**src/hw/rtl/twte_pkg.sv**
```systemverilog
package twte_pkg;

    // Fixed field widths of the item and result channels.
    localparam int CITY_W = 8;
    localparam int OP_W   = 2;
    localparam int SUM_W  = 32;
    localparam int VIOL_W = 9;

    // Operation codes carried by an input item.
    localparam logic [OP_W-1:0] OP_TRAVEL = 2'd0;
    localparam logic [OP_W-1:0] OP_WINDOW = 2'd1;
    localparam logic [OP_W-1:0] OP_TOUR   = 2'd2;

    // Saturation limits of the accumulators.
    localparam logic [SUM_W-1:0]  SUM_MAX  = '1;
    localparam logic [VIOL_W-1:0] VIOL_MAX = '1;

    // Evaluation sequencer states.
    typedef enum logic [2:0] {
        ST_IDLE,
        ST_ADD,
        ST_CHECK,
        ST_RET_ADD,
        ST_RET_CHECK
    } t_state;

    // Write and read strobes for the two table memories.
    typedef struct packed {
        logic travel_we;
        logic travel_re;
        logic window_we;
        logic window_re;
    } t_mem_ctl;

endpackage

```
**src/hw/rtl/twte_eval.sv**
```systemverilog
module twte_eval #(
    parameter int CW        = 8,
    parameter int DIST_BITS = 16,
    parameter int TIME_BITS = 24
) (
    input  logic                            i_clk,
    input  logic                            i_rst_n,
    // Input item, city numbers already reduced to the table range
    input  logic                            i_valid,
    output logic                            o_stall,
    input  logic [twte_pkg::OP_W-1:0]       i_operation,
    input  logic [CW-1:0]                   i_city_a,
    input  logic [CW-1:0]                   i_city_b,
    input  logic [DIST_BITS-1:0]            i_travel_time,
    input  logic [TIME_BITS-1:0]            i_window_open,
    input  logic [TIME_BITS-1:0]            i_window_close,
    input  logic                            i_last_city,
    // Table memory access
    output twte_pkg::t_mem_ctl              o_mem_ctl,
    output logic [2*CW-1:0]                 o_travel_waddr,
    output logic [DIST_BITS-1:0]            o_travel_wdata,
    output logic [2*CW-1:0]                 o_travel_raddr,
    output logic [CW-1:0]                   o_window_waddr,
    output logic [TIME_BITS-1:0]            o_open_wdata,
    output logic [TIME_BITS-1:0]            o_close_wdata,
    output logic [CW-1:0]                   o_window_raddr,
    input  logic [DIST_BITS-1:0]            i_travel_rdata,
    input  logic [TIME_BITS-1:0]            i_open_rdata,
    input  logic [TIME_BITS-1:0]            i_close_rdata,
    // Result handoff to the output register
    input  logic                            i_res_free,
    output logic                            o_res_load,
    output logic [twte_pkg::SUM_W-1:0]      o_res_duration,
    output logic [twte_pkg::VIOL_W-1:0]     o_res_violations
);

    localparam int SW = twte_pkg::SUM_W;
    localparam int VW = twte_pkg::VIOL_W;

    twte_pkg::t_state r_state, n_state;

    // Tour bookkeeping seen by the accepting side
    logic          r_active, n_active;
    logic [CW-1:0] r_start_city, n_start_city;
    logic [CW-1:0] r_prev_city, n_prev_city;

    // Item under evaluation
    logic          r_city_first, n_city_first;
    logic          r_city_last, n_city_last;
    logic [CW-1:0] r_city, n_city;

    // Accumulators
    logic [SW-1:0] r_arrival, n_arrival;
    logic [SW-1:0] r_sum, n_sum;
    logic [VW-1:0] r_viol, n_viol;

    logic          w_can_take;
    logic          w_accept;
    logic          w_tour_accept;
    logic          w_return_read;
    logic [SW-1:0] w_leg;
    logic [SW-1:0] w_leg_arrival;
    logic [SW-1:0] w_leg_sum;
    logic [SW-1:0] w_open;
    logic [SW-1:0] w_close;
    logic [SW-1:0] w_chk_arrival;
    logic [VW-1:0] w_chk_viol;

    function automatic logic [SW-1:0] sat_add(input logic [SW-1:0] a, input logic [SW-1:0] b);
        logic [SW:0] s;
        s = {1'b0, a} + {1'b0, b};
        return s[SW] ? twte_pkg::SUM_MAX : s[SW-1:0];
    endfunction

    // A new item is taken when idle or while the window check of a non-closing city runs.
    assign w_can_take    = (r_state == twte_pkg::ST_IDLE)
                        || (r_state == twte_pkg::ST_CHECK && !r_city_last);
    assign o_stall       = !w_can_take;
    assign w_accept      = i_valid && w_can_take;
    assign w_tour_accept = w_accept && (i_operation == twte_pkg::OP_TOUR);
    assign w_return_read = (r_state == twte_pkg::ST_CHECK) && r_city_last;

    // Table writes happen on load transfers; reads never fall in the same cycle.
    assign o_mem_ctl.travel_we = w_accept && (i_operation == twte_pkg::OP_TRAVEL);
    assign o_mem_ctl.window_we = w_accept && (i_operation == twte_pkg::OP_WINDOW);
    assign o_mem_ctl.travel_re = w_tour_accept || w_return_read;
    assign o_mem_ctl.window_re = w_tour_accept || w_return_read;
    assign o_travel_waddr      = {i_city_a, i_city_b};
    assign o_travel_wdata      = i_travel_time;
    assign o_window_waddr      = i_city_a;
    assign o_open_wdata        = i_window_open;
    assign o_close_wdata       = i_window_close;

    // The return leg reads from the closing city back to the start city.
    assign o_travel_raddr = w_return_read ? {r_city, r_start_city} : {r_prev_city, i_city_a};
    assign o_window_raddr = w_return_read ? r_start_city : i_city_a;

    // Leg addition on the freshly read travel time.
    assign w_leg         = SW'(i_travel_rdata);
    assign w_leg_arrival = sat_add(r_arrival, w_leg);
    assign w_leg_sum     = sat_add(r_sum, w_leg);

    // Window check: wait for an early arrival, count a late one.
    assign w_open  = SW'(i_open_rdata);
    assign w_close = SW'(i_close_rdata);
    always_comb begin
        w_chk_arrival = r_arrival;
        w_chk_viol    = r_viol;
        if (r_arrival < w_open) begin
            w_chk_arrival = w_open;
        end else if (r_arrival > w_close && r_viol != twte_pkg::VIOL_MAX) begin
            w_chk_viol = r_viol + VW'(1);
        end
    end

    // Tour bookkeeping follows the accepted tour items in order.
    always_comb begin
        n_active     = r_active;
        n_start_city = r_start_city;
        n_prev_city  = r_prev_city;
        n_city_first = r_city_first;
        n_city_last  = r_city_last;
        n_city       = r_city;
        if (w_tour_accept) begin
            n_active     = !i_last_city;
            n_prev_city  = i_city_a;
            n_city_first = !r_active;
            n_city_last  = i_last_city;
            n_city       = i_city_a;
            if (!r_active) begin
                n_start_city = i_city_a;
            end
        end
    end

    // Sequencer and accumulator updates.
    always_comb begin
        n_state          = r_state;
        n_arrival        = r_arrival;
        n_sum            = r_sum;
        n_viol           = r_viol;
        o_res_load       = 1'b0;
        o_res_duration   = r_sum;
        o_res_violations = w_chk_viol;
        unique case (r_state)
            twte_pkg::ST_IDLE: begin
                if (w_tour_accept) begin
                    n_state = twte_pkg::ST_ADD;
                end
            end
            twte_pkg::ST_ADD: begin
                if (r_city_first) begin
                    n_arrival = '0;
                    n_sum     = '0;
                    n_viol    = '0;
                end else begin
                    n_arrival = w_leg_arrival;
                    n_sum     = w_leg_sum;
                end
                n_state = twte_pkg::ST_CHECK;
            end
            twte_pkg::ST_CHECK: begin
                n_arrival = w_chk_arrival;
                n_viol    = w_chk_viol;
                if (r_city_last) begin
                    n_state = twte_pkg::ST_RET_ADD;
                end else if (w_tour_accept) begin
                    n_state = twte_pkg::ST_ADD;
                end else begin
                    n_state = twte_pkg::ST_IDLE;
                end
            end
            twte_pkg::ST_RET_ADD: begin
                n_arrival = w_leg_arrival;
                n_sum     = w_leg_sum;
                n_state   = twte_pkg::ST_RET_CHECK;
            end
            twte_pkg::ST_RET_CHECK: begin
                if (i_res_free) begin
                    n_arrival  = w_chk_arrival;
                    n_viol     = w_chk_viol;
                    o_res_load = 1'b1;
                    n_state    = twte_pkg::ST_IDLE;
                end
            end
            default: begin
                n_state = twte_pkg::ST_IDLE;
            end
        endcase
    end

    // Control state is reset; the accumulators are cleared by the first city of a tour.
    always_ff @(posedge i_clk) begin
        if (!i_rst_n) begin
            r_state      <= twte_pkg::ST_IDLE;
            r_active     <= 1'b0;
            r_start_city <= '0;
            r_prev_city  <= '0;
            r_city_first <= 1'b0;
            r_city_last  <= 1'b0;
        end else begin
            r_state      <= n_state;
            r_active     <= n_active;
            r_start_city <= n_start_city;
            r_prev_city  <= n_prev_city;
            r_city_first <= n_city_first;
            r_city_last  <= n_city_last;
        end
    end

    always_ff @(posedge i_clk) begin
        r_city    <= n_city;
        r_arrival <= n_arrival;
        r_sum     <= n_sum;
        r_viol    <= n_viol;
    end

endmodule

```
**config.mk**
```make
export PLATFORM = sky130hd
export DESIGN_NAME = twte_eval
export DESIGN_NICKNAME = d
export VERILOG_FILES = /design/src/hw/rtl/twte_pkg.sv /design/src/hw/rtl/twte_eval.sv
export SDC_FILE = /design/constraint.sdc
export NUM_CORES = 1
export LEC_CHECK = 0
export ABC_AREA = 0
export BUFFER_PORTS_ARGS = -buffer_cell sky130_fd_sc_hd__buf_4
export CORE_UTILIZATION = 55
export DETAILED_ROUTE_END_ITERATION = 16
export PLACE_DENSITY_LB_ADDON = 0.2
export SYNTH_ARGS = -nofsm -noshare
export SYNTH_HDL_FRONTEND = slang
export SYNTH_SLANG_ARGS = --single-unit
```
**constraint.sdc**
```tcl
create_clock -name i_clk -period 8.2 [get_ports i_clk]
set_clock_uncertainty 0.05 [all_clocks]
set_input_delay 0 -clock i_clk [delete_from_list [all_inputs] [get_ports i_clk]]
set_output_delay 0 -clock i_clk [all_outputs]
set_load 0.02 [all_outputs]
```
After elaboration in Yosys (flattened, before gate mapping)
Cells that the tools add are included.
- add/sub/neg operators: 3
- order comparisons: 2
- equality and inequality tests: 10
- muxes and demuxes: 22
- bitwise logic cells: 1
- reduce and logical (&&, ||, !) cells: 22
- operators by type and width (cell ; number):
    $mux 32 ; 6
    $pmux 32 s4 ; 1
    $add 32x16->33 ; 2
    $pmux 32 s2 ; 1
    $mux 9 ; 4
    $gt 32x24->1 ; 1
    $lt 32x24->1 ; 1
    $pmux 9 s3 ; 1
    $mux 16 ; 1
    $pmux 3 s5 ; 1
    $add 9x1->9 const B ; 1
    $ne 9x9->1 const B ; 1
    $mux 8 ; 1
    $logic_and 1x1->1 ; 7
    $eq 3x2->1 const B ; 2
    $mux 3 ; 2
    $ne 2x2->1 const B ; 3
    $reduce_and 2->1 ; 3
    $logic_not 1->1 ; 4
    $reduce_bool 4->1 ; 1
    $eq 3x1->1 const B ; 1
    $eq 3x3->1 const B ; 1
    $logic_not 3->1 ; 1
    $mux 1 ; 3
    9 further kinds ; 10
- bits in registers: 103
- bits of input ports: 151
- output and inout bits: 159
- logic and storage cells: 70

Logic depth before layout (Yosys ltp)
- depth after elaboration: 8
- gate-level depth with buffers: 11
- gate-level depth less buffers: 9

Worst setup path before layout
Ideal clock, no wire load.
- path kind: reg-to-reg
- from: reg r_arrival[2] (netlist name)
- to: reg r_arrival[0] (enable)
- library setup time: 0.433 ns
- arrival time: 3.482 ns
- data required time: 7.717 ns
- slack: 4.235 ns
- cell stages (with the launch flop): 10
- buffers on the path: 1
- clock period less this slack: 3.965 ns
- cells stage by stage: edfxtp_1 ha_1 a21o_1 a31oi_1 o21ai_1 a221oi_1 o21a_1 buf_2 a21oi_1 o22ai_1
- RTL lines (item ; line ; text):
    end signal: assignment ; twte_eval.sv:213 ; r_arrival <= n_arrival;
    end: declaration ; twte_eval.sv:53 ; logic [SW-1:0] r_arrival, n_arrival;

Worst setup path in the final report
- from: reg r_sum[9] (netlist: o_res_duration[9])
- to: reg r_sum[25] (netlist: o_res_duration[25]) (data pin)
- cells in the longest elaborated chain, start to end: 4
- RTL lines (item ; line ; text):
    start: declaration ; twte_eval.sv:54 ; logic [SW-1:0] r_sum, n_sum;
    start signal: assignment ; twte_eval.sv:214 ; r_sum <= n_sum;
    $add 32x16->33 (*) ; twte_eval.sv:71 ; s = {1'b0, a} + {1'b0, b};
    $mux 32 (*) ; twte_eval.sv:72 ; return s[SW] ? twte_pkg::SUM_MAX : s[SW-1:0];
    $mux 32 ; twte_eval.sv:152 ; if (r_city_first) begin
    $pmux 32 s2 (*) ; twte_eval.sv:145 ; unique case (r_state)
    named net n_sum[25] ; twte_eval.sv:54 ;
Mark *: on every way through the listed nets, which the timed path passes. The rest lies on a longest branch.
A chain may end at the register's enable or synchronous reset.

==> metrics <==
# Post-CTS Setup Buffers 0; Final Max Slew Viols 0; Combinational Power Share 0.246; Compound-Gate Fraction of Synth Area 0.190; post-synthesis xor/xnor area fraction 0.0437; Worst EP arrival 3.71 ns; yosys warns 0; Chip Width 127 um; syn_nets 1,179; CP endpoint kind flip-flop; RSZ-0062 raised after global routing no; Max Cap Viol 0; I/O Buffers 165; Max Buffers Root-to-Sink 2; Initial Utilization 0.565; register share of total power 0.433; Total Die Area 16,200 sq um; Remaining DRCs 0; setup tns final 0 ns; Mapped Cells 945; status finished clean; fin area 10,700 sq um; total leakage power 4.61 nW; CTS sink count 103; Worst Tran Pin Value 1.06 ns; GR Overflow Total 0; CTS tree built; PD cells 128 nW/um^2; clock share of power 0.321; Slew Limit Headroom 0.291; Post-DP Area 9340 sq um; largest family of logic cells by synthesized area compound AO/OA/AOI/OAI gates; total wire length 22.5 mm; Worst Hold Class input pin to flip-flop; DRT antenna net count 0; DP Worst Slack 4.68 ns; first-pass GRT wire length 34.7 mm; Hold Violations, Final 0; Layout area overhead 24.0%; iteration count of the initial detailed-routing pass 5; final period demand of the worst path 3.58 ns; Internal Power 0.000951 W; Max Clk Rate 279 MHz; core area 15,300 sq um; fill count 1,194; final setup fails 0; total number of vias 7,542; worst-skew pair later-pin latency 0.36 ns; clk slew on worst S/H paths 0.08 ns; Synth Area in Adders 0.122; Main synth FF type edfxtp_1; I/O pin cnt 310; CTS root buf clkbuf_16; total CTS buffers 9; post-synthesis mux area share 0.0280; WL per Instance 17.0 um; initial antenna violation count 0; Post-Synthesis Cell Area 8610 sq um; layout cell share with drive strength beyond 1 0.204; post-synthesis register bit count 103; largest net degree at the start of global routing 40; post-DP HPWL 15.7 mm; kind of critical path flip-flop to flip-flop; Post-synth ARST share 0; maximum vdd drop 0.0000978 V; # diodes 0; Post-CTS Resized 0; syn avg cell area 9.12 sq um; startpoint types flip-flop; Iteration-0 DRC Markers 477; H-Tree Depth 3; Worst Path Max Fanout 23; routed vias/inst 5.70; register area share after synthesis 0.333; Sw Pwr 0.000415 W; Yosys cell types 70; Nets 1,342; final worst path period share 0.437; row count 45; number of global-route vias before repair 6,919; Final WS setup 4.62 ns; Net Sw Frac 0.304; smallest hold slack 0.0109 ns; post-synthesis simple-gate area fraction 0.157; EDFF count, synth 81; Tot GR Track Use 0.271; placer congestion estimate 0.880; die height 127 um; required time worst endpoint 8.33 ns
==> worst paths after layout <==
| check | depth (start not counted) | slack (ns) | to | from |
|---|---|---|---|---|
| worst max-delay path | 8 | 4.62 | o_res_duration[25] | o_res_duration[9] |
| worst min-delay path | 3 | 0.01 | r_arrival[5] | i_open_rdata[5] |
| worst max register to register | 8 | 4.62 | o_res_duration[25] | o_res_duration[9] |
| worst min register to register | 2 | 0.40 | r_prev_city[2] | r_prev_city[2] |
==> cell usage after synthesis, types with 3 or more instances <==
cell / instances / share of area
a311oi_1: 3 / 0.0031
dfxtp_1: 22 / 0.051
inv_1: 62 / 0.027
a31oi_1: 14 / 0.010
and3_1: 15 / 0.011
xnor2_1: 21 / 0.021
o21a_1: 9 / 0.0078
or3_1: 7 / 0.0051
xor2_1: 22 / 0.022
and2_1: 8 / 0.0058
nor2_1: 43 / 0.019
a21boi_1: 12 / 0.010
and4_1: 7 / 0.0071
nand2b_1: 3 / 0.0022
a21o_1: 20 / 0.017
o21ai_1: 17 / 0.0099
a41oi_1: 3 / 0.0031
nand4_1: 13 / 0.0094
ha_1: 81 / 0.12
mux2_2: 17 / 0.022
and4b_1: 4 / 0.0046
nor2b_1: 4 / 0.0029
nor4b_4: 3 / 0.0083
o211ai_1: 13 / 0.011
nor4_1: 3 / 0.0022
o21ai_0: 29 / 0.017
edfxtp_1: 81 / 0.28
o22ai_1: 4 / 0.0029
o21bai_1: 6 / 0.0052
clkbuf_1: 23 / 0.010
a21boi_0: 9 / 0.0078
nor3_2: 3 / 0.0035
nand2_1: 83 / 0.036
nor3_1: 15 / 0.0087
a21oi_1: 69 / 0.040
a211oi_1: 22 / 0.019
buf_4: 99 / 0.086
mux2i_1: 5 / 0.0058
nand3_1: 30 / 0.017
==> per-stage QoR <==
| step | power, W | cells | utilization |
|---|---|---|---|
| floorplan | 0.000832 | 945 | - |
| global placement | 0.000865 | 1204 | 0.612 |
| detailed placement | 0.000869 | 1204 | 0.612 |
| CTS | 0.00137 | 1324 | 0.700 |
| global route | 0.00142 | 1324 | 0.700 |
| finish | 0.00137 | 1324 | 0.700 |
==> layer usage <==
metal	wire, um	global-route usage
met4	363	0.0819
met1	9880	0.347
met2	11100	0.475
met3	1110	0.0369
met5	0	0
==> cell type report <==
| type | count | area [sq um] | share of cell area |
|---|---|---|---|
| clock buffers | 9 | 225 | 0.0211 |
| clock inverters | 7 | 76.3 | 0.00715 |
| well taps | 211 | 264 | 0.0247 |
| inverters | 64 | 240 | 0.0225 |
| flip-flops and latches | 103 | 2870 | 0.269 |
| repair buffers | 276 | 2330 | 0.218 |
| multi-input cells | 654 | 4670 | 0.437 |
==> registers in the layout, summed over array words and instances (netlist names) <==
register	cells
r_viol	9
r_city	8
o_res_duration	32
r_start_city	8
r_active	1
r_state	3
r_arrival	32
r_city_last	1
r_city_first	1
r_prev_city	8
==> logic make-up after synthesis <==
logic type | Yosys count
fa+ha+maj | 83
xor+xnor | 43
compound gates | 251
flops | 103
mux | 22
buf+inv | 188
simple gates | 255
==> critical path: stages, from the launching register on <==
cell and delay (ns):
edfxtp_1 0.41, ha_1 0.40, a21o_1 0.14, a21o_1 0.10, a21oi_1 0.07, o211ai_1 0.48
nand4_1 0.96, and2_1 0.51, a311oi_1 0.28
==> repair_timing <==
action	4_1_cts	5_1_grt
endpoints found under the hold margin	122	0
hold buffers	104	0
endpoints found under the setup margin	0	0
==> power by group through the flow <==
stage / registers, W / logic (W) / clock network, W
2_1_floorplan: 0.000604 / 0.000228 / 0
3_3_place_gp: 0.000603 / 0.000262 / 0
3_5_place_dp: 0.000604 / 0.000266 / 0
4_1_cts: 0.000592 / 0.000334 / 0.000444
5_1_grt: 0.000593 / 0.000366 / 0.000462
6_report: 0.000592 / 0.000336 / 0.000438
==> layout by cell type (no fill, tap or decap), drive strengths merged, types with 14 or more instances in the layout <==
cell,n
edfxtp,81
o21ai,47
inv,65
a211oi,24
mux2,17
buf,172
xnor2,21
dlygate4sd3,104
nand4,14
xor2,22
nand2,83
a21o,20
and3,15
nor2,43
ha,81
nand3,30
a21oi,69
a21boi,21
a31oi,15
nor3,18
dfxtp,22
Power figures use the tool's default switching activity.
